## config.mk

```make
export PLATFORM = sky130hd
export DESIGN_NAME = bounce_easing_motion_tween
export DESIGN_NICKNAME = d
export VERILOG_FILES = /design/src/design/bemt_pkg.sv /design/src/design/bounce_easing_motion_tween.sv /design/src/design/bemt_front.sv /design/src/design/bemt_queue.sv /design/src/design/bemt_back.sv
export SDC_FILE = /design/constraint.sdc
export NUM_CORES = 2
export LEC_CHECK = 0
export BUFFER_PORTS_ARGS = -buffer_cell sky130_fd_sc_hd__buf_2
export CORE_UTILIZATION = 59
export CTS_CLUSTER_SIZE = 10
export DETAILED_ROUTE_END_ITERATION = 7
export GPL_TIMING_DRIVEN = 0
export PLACE_DENSITY = 0.79
export SKIP_LAST_GASP = 1
export SYNTH_ARGS = -nofsm -noshare
export SYNTH_HDL_FRONTEND = slang
export SYNTH_SLANG_ARGS = --single-unit
```

## constraint.sdc

```tcl
create_clock -name clk -period 10.4 [get_ports clk]
set_input_delay 0.52 -clock clk [delete_from_list [all_inputs] [get_ports clk]]
set_output_delay 0.52 -clock clk [all_outputs]
set_load 0.02 [all_outputs]
```

## src/design/bemt_pkg.sv

```systemverilog
package bemt_pkg;

  localparam int STEP_W      = 16;
  localparam int DUR_W       = 24;
  localparam int ELAPSED_W   = 25;
  localparam int POS_W       = 32;
  localparam int IDX_W       = 3;
  localparam int QUEUE_DEPTH = 2;

  localparam logic [ELAPSED_W-1:0] ELAPSED_MAX = '1;

  typedef enum logic [1:0] {
    MODE_IN    = 2'd0,
    MODE_OUT   = 2'd1,
    MODE_INOUT = 2'd2,
    MODE_NONE  = 2'd3
  } mode_t;

  typedef enum logic [IDX_W-1:0] {
    REG_EASE_MODE = 3'd0,
    REG_DURATION  = 3'd1,
    REG_START_X   = 3'd2,
    REG_START_Y   = 3'd3,
    REG_START_Z   = 3'd4,
    REG_END_X     = 3'd5,
    REG_END_Y     = 3'd6,
    REG_END_Z     = 3'd7
  } reg_idx_t;

  localparam mode_t             MODE_RESET     = MODE_OUT;
  localparam logic [DUR_W-1:0]  DURATION_RESET = 24'd1000;

  typedef enum logic [1:0] {
    KIND_FINISH = 2'd0,
    KIND_ZERO   = 2'd1,
    KIND_TWEEN  = 2'd2
  } cmd_kind_t;

  // one classified tick, handed from front to back
  typedef struct packed {
    cmd_kind_t        kind;
    logic             first_half;
    logic [DUR_W-1:0] t;
  } cmd_t;

  typedef struct packed {
    mode_t            mode;
    logic [DUR_W-1:0] duration;
    logic [POS_W-1:0] start_x;
    logic [POS_W-1:0] start_y;
    logic [POS_W-1:0] start_z;
    logic [POS_W-1:0] end_x;
    logic [POS_W-1:0] end_y;
    logic [POS_W-1:0] end_z;
  } cfg_t;

endpackage

```

## src/design/bounce_easing_motion_tween.sv

```systemverilog
// Channel  | Handshake                  | Payload
// ---------+----------------------------+-------------------------------------
// input    | in_valid / in_stall        | time_step, restart
// output   | out_valid / out_stall      | pos_x, pos_y, pos_z, finished
// config   | wr_en                      | wr_index, wr_data
//
// A tick is taken every cycle while the two-entry queue between front and back has room.
// A tween result runs through S_DIV (the one-bit-per-cycle divider for alpha), S_SEG,
// S_SQ, S_WGT, S_MUL, S_DONE; end-position and mode-none results go to S_DONE directly.
// Restart and stopped ticks produce no result and leave the back untouched.
// rst is synchronous; it restores the register defaults, clears elapsed time, sets running.
// out_stall holds the result register; the front keeps taking ticks until the queue fills.
module bounce_easing_motion_tween #(
  parameter int FRAC_BITS = 16
) (
  input  logic                              clk,
  input  logic                              rst,
  input  logic                              in_valid,
  output logic                              in_stall,
  input  logic [bemt_pkg::STEP_W-1:0]       time_step,
  input  logic                              restart,
  output logic                              out_valid,
  input  logic                              out_stall,
  output logic signed [bemt_pkg::POS_W-1:0] pos_x,
  output logic signed [bemt_pkg::POS_W-1:0] pos_y,
  output logic signed [bemt_pkg::POS_W-1:0] pos_z,
  output logic                              finished,
  input  logic                              wr_en,
  input  logic [bemt_pkg::IDX_W-1:0]        wr_index,
  input  logic [bemt_pkg::POS_W-1:0]        wr_data
);
  import bemt_pkg::*;

  cfg_t cfg;
  logic full;
  logic push;
  cmd_t push_cmd;
  logic pop;
  logic pop_valid;
  cmd_t pop_cmd;

  always_ff @(posedge clk) begin
    if (rst) begin
      cfg.mode     <= MODE_RESET;
      cfg.duration <= DURATION_RESET;
      cfg.start_x  <= '0;
      cfg.start_y  <= '0;
      cfg.start_z  <= '0;
      cfg.end_x    <= '0;
      cfg.end_y    <= '0;
      cfg.end_z    <= '0;
    end else if (wr_en) begin
      unique case (reg_idx_t'(wr_index))
        REG_EASE_MODE: cfg.mode     <= mode_t'(wr_data[1:0]);
        REG_DURATION:  cfg.duration <= wr_data[DUR_W-1:0];
        REG_START_X:   cfg.start_x  <= wr_data;
        REG_START_Y:   cfg.start_y  <= wr_data;
        REG_START_Z:   cfg.start_z  <= wr_data;
        REG_END_X:     cfg.end_x    <= wr_data;
        REG_END_Y:     cfg.end_y    <= wr_data;
        REG_END_Z:     cfg.end_z    <= wr_data;
        default: ;
      endcase
    end
  end

  bemt_front u_front (
    .clk       (clk),
    .rst       (rst),
    .in_valid  (in_valid),
    .in_stall  (in_stall),
    .time_step (time_step),
    .restart   (restart),
    .cfg       (cfg),
    .full      (full),
    .push      (push),
    .push_cmd  (push_cmd)
  );

  bemt_queue u_queue (
    .clk       (clk),
    .rst       (rst),
    .push      (push),
    .push_cmd  (push_cmd),
    .full      (full),
    .pop       (pop),
    .pop_valid (pop_valid),
    .pop_cmd   (pop_cmd)
  );

  bemt_back #(
    .FRAC_BITS (FRAC_BITS)
  ) u_back (
    .clk       (clk),
    .rst       (rst),
    .cfg       (cfg),
    .pop_valid (pop_valid),
    .pop_cmd   (pop_cmd),
    .pop       (pop),
    .out_valid (out_valid),
    .out_stall (out_stall),
    .pos_x     (pos_x),
    .pos_y     (pos_y),
    .pos_z     (pos_z),
    .finished  (finished)
  );

endmodule

```

## src/design/bemt_front.sv

```systemverilog
module bemt_front (
  input  logic                         clk,
  input  logic                         rst,
  input  logic                         in_valid,
  output logic                         in_stall,
  input  logic [bemt_pkg::STEP_W-1:0]  time_step,
  input  logic                         restart,
  input  bemt_pkg::cfg_t               cfg,
  input  logic                         full,
  output logic                         push,
  output bemt_pkg::cmd_t               push_cmd
);
  import bemt_pkg::*;

  logic [ELAPSED_W-1:0] elapsed;
  logic                 running;

  logic                 accept;
  logic [ELAPSED_W:0]   sum;
  logic [ELAPSED_W-1:0] e_next;
  logic [ELAPSED_W:0]   twice_e;
  logic                 over;
  logic                 first_half;
  logic [DUR_W-1:0]     e_lo;
  logic [DUR_W-1:0]     e2_lo;

  assign in_stall = full;
  assign accept   = in_valid && !full;
  assign push     = accept && !restart && running;

  always_comb begin
    sum        = {1'b0, elapsed} + (ELAPSED_W+1)'(time_step);
    e_next     = sum[ELAPSED_W] ? ELAPSED_MAX : sum[ELAPSED_W-1:0];
    over       = e_next > ELAPSED_W'(cfg.duration);
    twice_e    = {e_next, 1'b0};
    first_half = twice_e < (ELAPSED_W+1)'(cfg.duration);
    // in the tween case e_next <= duration, so the low bits carry everything
    e_lo       = e_next[DUR_W-1:0];
    e2_lo      = twice_e[DUR_W-1:0];

    push_cmd.first_half = first_half;
    push_cmd.kind       = KIND_TWEEN;
    push_cmd.t          = '0;
    if (over) begin
      push_cmd.kind = KIND_FINISH;
    end else begin
      unique case (cfg.mode)
        MODE_IN:  push_cmd.t = cfg.duration - e_lo;
        MODE_OUT: push_cmd.t = e_lo;
        MODE_INOUT: begin
          push_cmd.t = first_half ? (cfg.duration - e2_lo) : (e2_lo - cfg.duration);
        end
        default:  push_cmd.kind = KIND_ZERO;
      endcase
    end
  end

  always_ff @(posedge clk) begin
    if (rst) begin
      elapsed <= '0;
      running <= 1'b1;
    end else if (accept) begin
      if (restart) begin
        elapsed <= '0;
        running <= 1'b1;
      end else if (running) begin
        elapsed <= e_next;
        if (over) running <= 1'b0;
      end
    end
  end

endmodule

```

## src/design/bemt_queue.sv

```systemverilog
module bemt_queue (
  input  logic           clk,
  input  logic           rst,
  input  logic           push,
  input  bemt_pkg::cmd_t push_cmd,
  output logic           full,
  input  logic           pop,
  output logic           pop_valid,
  output bemt_pkg::cmd_t pop_cmd
);
  import bemt_pkg::*;

  localparam int PTR_W = $clog2(QUEUE_DEPTH);

  cmd_t             entries [QUEUE_DEPTH];
  logic [PTR_W-1:0] wr_ptr;
  logic [PTR_W-1:0] rd_ptr;
  logic [PTR_W:0]   count;

  assign full      = count == (PTR_W+1)'(QUEUE_DEPTH);
  assign pop_valid = count != '0;
  assign pop_cmd   = entries[rd_ptr];

  always_ff @(posedge clk) begin
    if (push) entries[wr_ptr] <= push_cmd;
  end

  always_ff @(posedge clk) begin
    if (rst) begin
      wr_ptr <= '0;
      rd_ptr <= '0;
      count  <= '0;
    end else begin
      if (push) wr_ptr <= wr_ptr + 1'b1;
      if (pop)  rd_ptr <= rd_ptr + 1'b1;
      case ({push, pop})
        2'b10:   count <= count + 1'b1;
        2'b01:   count <= count - 1'b1;
        default: count <= count;
      endcase
    end
  end

endmodule

```

## src/design/bemt_back.sv

```systemverilog
module bemt_back #(
  parameter int FRAC_BITS = 16
) (
  input  logic                              clk,
  input  logic                              rst,
  input  bemt_pkg::cfg_t                    cfg,
  input  logic                              pop_valid,
  input  bemt_pkg::cmd_t                    pop_cmd,
  output logic                              pop,
  output logic                              out_valid,
  input  logic                              out_stall,
  output logic signed [bemt_pkg::POS_W-1:0] pos_x,
  output logic signed [bemt_pkg::POS_W-1:0] pos_y,
  output logic signed [bemt_pkg::POS_W-1:0] pos_z,
  output logic                              finished
);
  import bemt_pkg::*;

  localparam int AW     = FRAC_BITS + 1;
  localparam int CNT_W  = $clog2(FRAC_BITS + 1);
  localparam int MAG_W  = FRAC_BITS + 4;
  localparam int SQ_W   = 2 * MAG_W;
  localparam int W_W    = FRAC_BITS + 2;
  localparam int PROD_W = POS_W + 1 + W_W + 1;

  localparam logic [AW-1:0]   ONE   = {1'b1, {FRAC_BITS{1'b0}}};
  localparam logic [AW+3:0]   LIM4  = {5'd4,  {FRAC_BITS{1'b0}}};
  localparam logic [AW+3:0]   LIM8  = {5'd8,  {FRAC_BITS{1'b0}}};
  localparam logic [AW+3:0]   LIM10 = {5'd10, {FRAC_BITS{1'b0}}};

  typedef enum logic [6:0] {
    S_IDLE = 7'b0000001,
    S_DIV  = 7'b0000010,
    S_SEG  = 7'b0000100,
    S_SQ   = 7'b0001000,
    S_WGT  = 7'b0010000,
    S_MUL  = 7'b0100000,
    S_DONE = 7'b1000000
  } state_t;

  state_t                    state;
  logic [DUR_W-1:0]          rem;
  logic [CNT_W-1:0]          cnt;
  logic [AW-1:0]             alpha;
  logic                      first_half;
  logic [MAG_W-1:0]          mag;
  logic [5:0]                seg_c;
  logic [SQ_W-1:0]           sq;
  logic [W_W-1:0]            w;
  logic [1:0]                axis;
  logic signed [PROD_W-1:0]  prod;

  // divider step
  logic [DUR_W:0]            trial;
  logic                      ge;
  logic [DUR_W-1:0]          rem_next;
  // bounce segment
  logic [AW+3:0]             a11;
  logic [AW+4:0]             a22;
  logic [4:0]                m;
  logic [5:0]                c;
  logic signed [AW+5:0]      s;
  logic [AW+5:0]             s_abs;
  // weight
  logic [SQ_W:0]             fsum;
  logic [SQ_W:0]             f_full;
  logic [AW-1:0]             f;
  logic [W_W-1:0]            w_next;
  // position
  logic [POS_W-1:0]          st_mul;
  logic [POS_W-1:0]          en_mul;
  logic signed [POS_W:0]     delta;
  logic signed [W_W:0]       w_s;
  logic [1:0]                axis_prev;
  logic [POS_W-1:0]          st_add;
  logic signed [PROD_W-1:0]  shifted;
  logic [POS_W-1:0]          pos_sum;

  assign pop       = (state == S_IDLE) && pop_valid;
  assign out_valid = state == S_DONE;

  always_comb begin
    trial    = (cnt == '0) ? {1'b0, rem} : {rem, 1'b0};
    ge       = trial >= {1'b0, cfg.duration};
    rem_next = ge ? DUR_W'(trial - {1'b0, cfg.duration}) : trial[DUR_W-1:0];
  end

  always_comb begin
    a11 = {1'b0, alpha, 3'b000} + {3'b000, alpha, 1'b0} + {4'b0000, alpha};
    a22 = {a11, 1'b0};
    if (a11 < LIM4) begin
      m = 5'd0;  c = 6'd0;
    end else if (a11 < LIM8) begin
      m = 5'd12; c = 6'd48;
    end else if (a11 < LIM10) begin
      m = 5'd18; c = 6'd60;
    end else begin
      m = 5'd21; c = 6'd63;
    end
    s     = $signed({1'b0, a22}) - $signed({2'b00, m, {FRAC_BITS{1'b0}}});
    s_abs = s[AW+5] ? (AW+6)'(-s) : s;
  end

  always_comb begin
    fsum   = {1'b0, sq} + ((SQ_W+1)'(seg_c) << (2 * FRAC_BITS));
    f_full = fsum >> (FRAC_BITS + 6);
    f      = (f_full > (SQ_W+1)'(ONE)) ? ONE : f_full[AW-1:0];
    unique case (cfg.mode)
      MODE_IN:    w_next = {ONE - f, 1'b0};
      MODE_OUT:   w_next = {f, 1'b0};
      MODE_INOUT: w_next = first_half ? W_W'(ONE - f) : (W_W'(ONE) + W_W'(f));
      default:    w_next = '0;
    endcase
  end

  always_comb begin
    case (axis)
      2'd0:    begin st_mul = cfg.start_x; en_mul = cfg.end_x; end
      2'd1:    begin st_mul = cfg.start_y; en_mul = cfg.end_y; end
      default: begin st_mul = cfg.start_z; en_mul = cfg.end_z; end
    endcase
    delta     = $signed({en_mul[POS_W-1], en_mul}) - $signed({st_mul[POS_W-1], st_mul});
    w_s       = $signed({1'b0, w});
    axis_prev = axis - 2'd1;
    case (axis_prev)
      2'd0:    st_add = cfg.start_x;
      2'd1:    st_add = cfg.start_y;
      default: st_add = cfg.start_z;
    endcase
    // arithmetic shift is the floor toward minus infinity
    shifted = prod >>> (FRAC_BITS + 1);
    pos_sum = st_add + shifted[POS_W-1:0];
  end

  always_ff @(posedge clk) begin
    if (rst) begin
      state <= S_IDLE;
    end else begin
      unique case (state)
        S_IDLE: begin
          if (pop_valid) begin
            unique case (pop_cmd.kind)
              KIND_FINISH: state <= S_DONE;
              KIND_TWEEN:  state <= S_DIV;
              default:     state <= S_DONE;
            endcase
          end
        end
        S_DIV:  if (cnt == CNT_W'(FRAC_BITS)) state <= S_SEG;
        S_SEG:  state <= S_SQ;
        S_SQ:   state <= S_WGT;
        S_WGT:  state <= S_MUL;
        S_MUL:  if (axis == 2'd3) state <= S_DONE;
        S_DONE: if (!out_stall) state <= S_IDLE;
        default: state <= S_IDLE;
      endcase
    end
  end

  always_ff @(posedge clk) begin
    unique case (state)
      S_IDLE: begin
        if (pop_valid) begin
          rem        <= pop_cmd.t;
          cnt        <= '0;
          alpha      <= '0;
          first_half <= pop_cmd.first_half;
          unique case (pop_cmd.kind)
            KIND_FINISH: begin
              pos_x    <= cfg.end_x;
              pos_y    <= cfg.end_y;
              pos_z    <= cfg.end_z;
              finished <= 1'b1;
            end
            KIND_TWEEN: finished <= 1'b0;
            default: begin
              pos_x    <= '0;
              pos_y    <= '0;
              pos_z    <= '0;
              finished <= 1'b0;
            end
          endcase
        end
      end
      S_DIV: begin
        rem   <= rem_next;
        cnt   <= cnt + 1'b1;
        alpha <= {alpha[AW-2:0], ge};
        // zero duration gives alpha 0
        if (cnt == CNT_W'(FRAC_BITS) && cfg.duration == '0) alpha <= '0;
      end
      S_SEG: begin
        mag   <= s_abs[MAG_W-1:0];
        seg_c <= c;
      end
      S_SQ: sq <= mag * mag;
      S_WGT: begin
        w    <= w_next;
        axis <= 2'd0;
      end
      S_MUL: begin
        axis <= axis + 2'd1;
        if (axis != 2'd3) prod <= delta * w_s;
        if (axis != 2'd0) begin
          case (axis_prev)
            2'd0:    pos_x <= pos_sum;
            2'd1:    pos_y <= pos_sum;
            default: pos_z <= pos_sum;
          endcase
        end
      end
      default: ;
    endcase
  end

endmodule

```

==> flow_summary.ini <==
[outcome]
status = complete, no violations

[grt]
use_met2 = 0.5796
use_met1 = 0.4954
grt_pass1_wl_um = 310600
overflow = 0
grt.total_usage = 0.3675
grt_max_degree = 35
grt_pass1_vias = 53503
antenna_found_initial = 5
grt-busiest-layer = met2
grtUsageMet3 = 0.06311

[sta]
setup_tns_ns = 0
fmax_mhz = 96.54
fin_crit_sh = 0.9960
finClkSkew_ns = 0.03176
max_slew.worst_pin.slew_ns = 1.386
whs_ns = 0.1531
slew-limit-headroom = 0.07272
rsz0062_at_grt = true
finalHoldViolations = 0
drv_slew = 0
period_needed_ns = 10.36
setup_violations = 0

[worst_setup_path]
cp_top_family = adder cells
worst-path-buf-inv = 12
worstSetupPathType = flip-flop to flip-flop
cp_common_cell = fa_1
critPathLaunchType = flip-flop
endpoint_kind = flip-flop
slowest_delay_ns = 0.55
worstPathMaxFanout = 6
arrival_ns = 10.74
worstPathRequired_ns = 10.78
cp_slowest_cell = fa_1

[die]
start_util = 0.5967
die_h_um = 331.7
core_region_area_um2 = 107500
dieArea_um2 = 110100
die_x_um = 331.7
ioPinCount = 156
placementRows = 120

[logic_synthesis]
synth_top_area_frac = 0.2568
synth-seq-cells = 546
synth_largest_area_cell = fa_1
synth.cell_area_um2 = 64150
synth.most_common_cell = inv_1
synthTopCellsByArea = fa_1 (26%), edfxtp_1 (14%), ha_1 (9.7%), dfxtp_1 (8.0%), inv_1 (6.6%)
yosys_warnings = 0
syn_inst = 7207
synth_edf_count = 290
synthTopCellsByCount = inv_1 (1135), nand2_1 (1107), fa_1 (823)
ys_types = 92
synth-async-reset-ratio = 0
synth_nets = 8586
avgSynthCellArea_um2 = 8.901
yosysSeqAreaShare = 0.2156
synth-main-ff-cell = edfxtp_1

[final_layout]
drive_above_1_share = 0.07574
final_nets = 8870
final_cells = 8944
areaGrowthSynthToFinish_pct = 10.17
fill_cells = 8857

[place]
dpl.cell_count = 8773
dp_hpwl_um = 162400
numPortBuffers = 150
routabilityCongestion = 1.029

[clocking]
htree_levels = 3
numClockSinks = 546
cts_tree = built
cts_buffer_depth = 3
clk_pin_slew_ns = 0.06
clk_latency_ns = 0.65
cts_root_buf = clkbuf_16
cts_buffers = 66

[min_path]
hp-class = input port to flip-flop

[detailed_routing]
antenna_left = 0
num_vias = 53525
via_per_inst = 5.984
routed_wl_um = 202800
dr.pass1.iters = 8
routedWlPerCell_um = 22.67
drt_iter0_drc = 6039
drt_drc_violations_left = 0

[run]
cap_violations = 0
placed cells by master (no fill, tap or decap), drive strengths merged, types with 41 or more instances in the layout:
cell type,synthesis,layout
nor3,67,67
buf,15,245
o21ai,137,137
a211oi,48,48
inv,1136,1140
xnor2,169,169
mux2i,72,72
nand3,71,71
ha,499,499
fa,823,823
nand2,1107,1107
a22oi,91,91
dfxtp,256,256
a21oi,496,496
nand2b,84,84
xor2,81,81
edfxtp,290,290
and3,41,41
nor2,271,272
o21a,46,46
nor2b,77,77
clkbuf,312,404
a21o,145,145
mux2,46,46
and2,409,409
what timing repair did:
item                       CTS  global route
buffers inserted            24            35
gates resized for setup    144           128
pin swaps                   24            83
hold buffers                 0             0
setup endpoints to repair   32            17
gates cloned                 0             2
kinds of logic (layout without fill, tap and decap cells):
group                    count (synthesis)  in the layout  share of synthesized area
AO/OA/AOI/OAI                         1257           1257                     0.1262
XOR/XNOR                               250            250                    0.03413
adder cells (fa/ha/maj)               1322           1322                     0.3542
buffers and inverters                 1464           1795                    0.08603
flip-flops                             546            546                     0.2156
multiplexers                           118            118                    0.01931
other                                    0              2                          0
AND/OR/NAND/NOR                       2250           2251                     0.1646
flip-flops by register name (all words and copies together), names as in the netlist, named ones only:
signal	count
cfg	218
u_queue.entries	54
u_back.pos_x	32
u_back.pos_y	32
u_back.pos_z	32
u_back.prod	32
u_front.elapsed	25
u_back.rem	24
u_back.mag	19
u_back.sq	18
u_back.w	18
u_back.alpha	17
u_back.state	7
u_back.cnt	5
u_back.seg_c	3
u_back.axis	2
u_queue.count	2
u_back.finished	1
u_back.first_half	1
u_front.running	1
u_queue.rd_ptr	1
u_queue.wr_ptr	1
final timing paths:
path                            cells after the start  slack (ns)                         start                      endpoint
worst max-delay path                               43        0.04  u_back.axis[0]$_SDFFCE_PN0P_     u_back.prod[48]$_DFFE_PP_
worst min-delay path                                2        0.15                       restart  u_front.running$_SDFFE_PP1P_
worst min register to register                      2        0.47         cfg[126]$_SDFFE_PP0P_         cfg[126]$_SDFFE_PP0P_
worst max register to register                     43        0.04  u_back.axis[0]$_SDFFCE_PN0P_     u_back.prod[48]$_DFFE_PP_
worst register-to-register path: cells and delay by family (launching register included):
| kind | cells | cell delay [ns] |
|---|---|---|
| fa+ha+maj | 10 | 4.10 |
| compound gates | 15 | 3.28 |
| buf+inv | 12 | 1.34 |
| simple gates | 4 | 0.59 |
| flops | 1 | 0.44 |
| mux | 1 | 0.22 |
| xor+xnor | 1 | 0.13 |
metal layers:
metal / vias up / routed length, um
met5: - / 13
met4: 2 / 11150
met3: 538 / 20060
met2: 2886 / 91210
met1: 26224 / 80350
li1: 23875 / -
stage by stage:
step / worst slack (ns) / util / instance area, um2
finish: 0.04188 / 0.6574 / 70680
global placement: -4.099 / 0.6201 / 66660
floorplan: 0.4068 / - / 64150
CTS: -0.02173 / 0.6493 / 69800
detailed placement: -2.692 / 0.6231 / 66990
global route: -0.1232 / 0.6574 / 70670
area by class of cell:
type / instances / area, um2 / area share
Multi-Input combinational cell: 5198 / 45940 / 0.6500
Buffer: 319 / 1369 / 0.01937
Clock inverter: 9 / 130.1 / 0.001841
Sequential cell: 546 / 13830 / 0.1957
Tap cell: 1403 / 1755 / 0.02484
Timing Repair Buffer: 223 / 1519 / 0.02149
Clock buffer: 107 / 1857 / 0.02627
Antenna cell: 2 / 5.005 / 0.00007081
Inverter: 1137 / 4268 / 0.06039
Power is left out: the tool's default activity adds up to more than one toggle a clock period on the data nets, which glitch-free logic cannot reach.
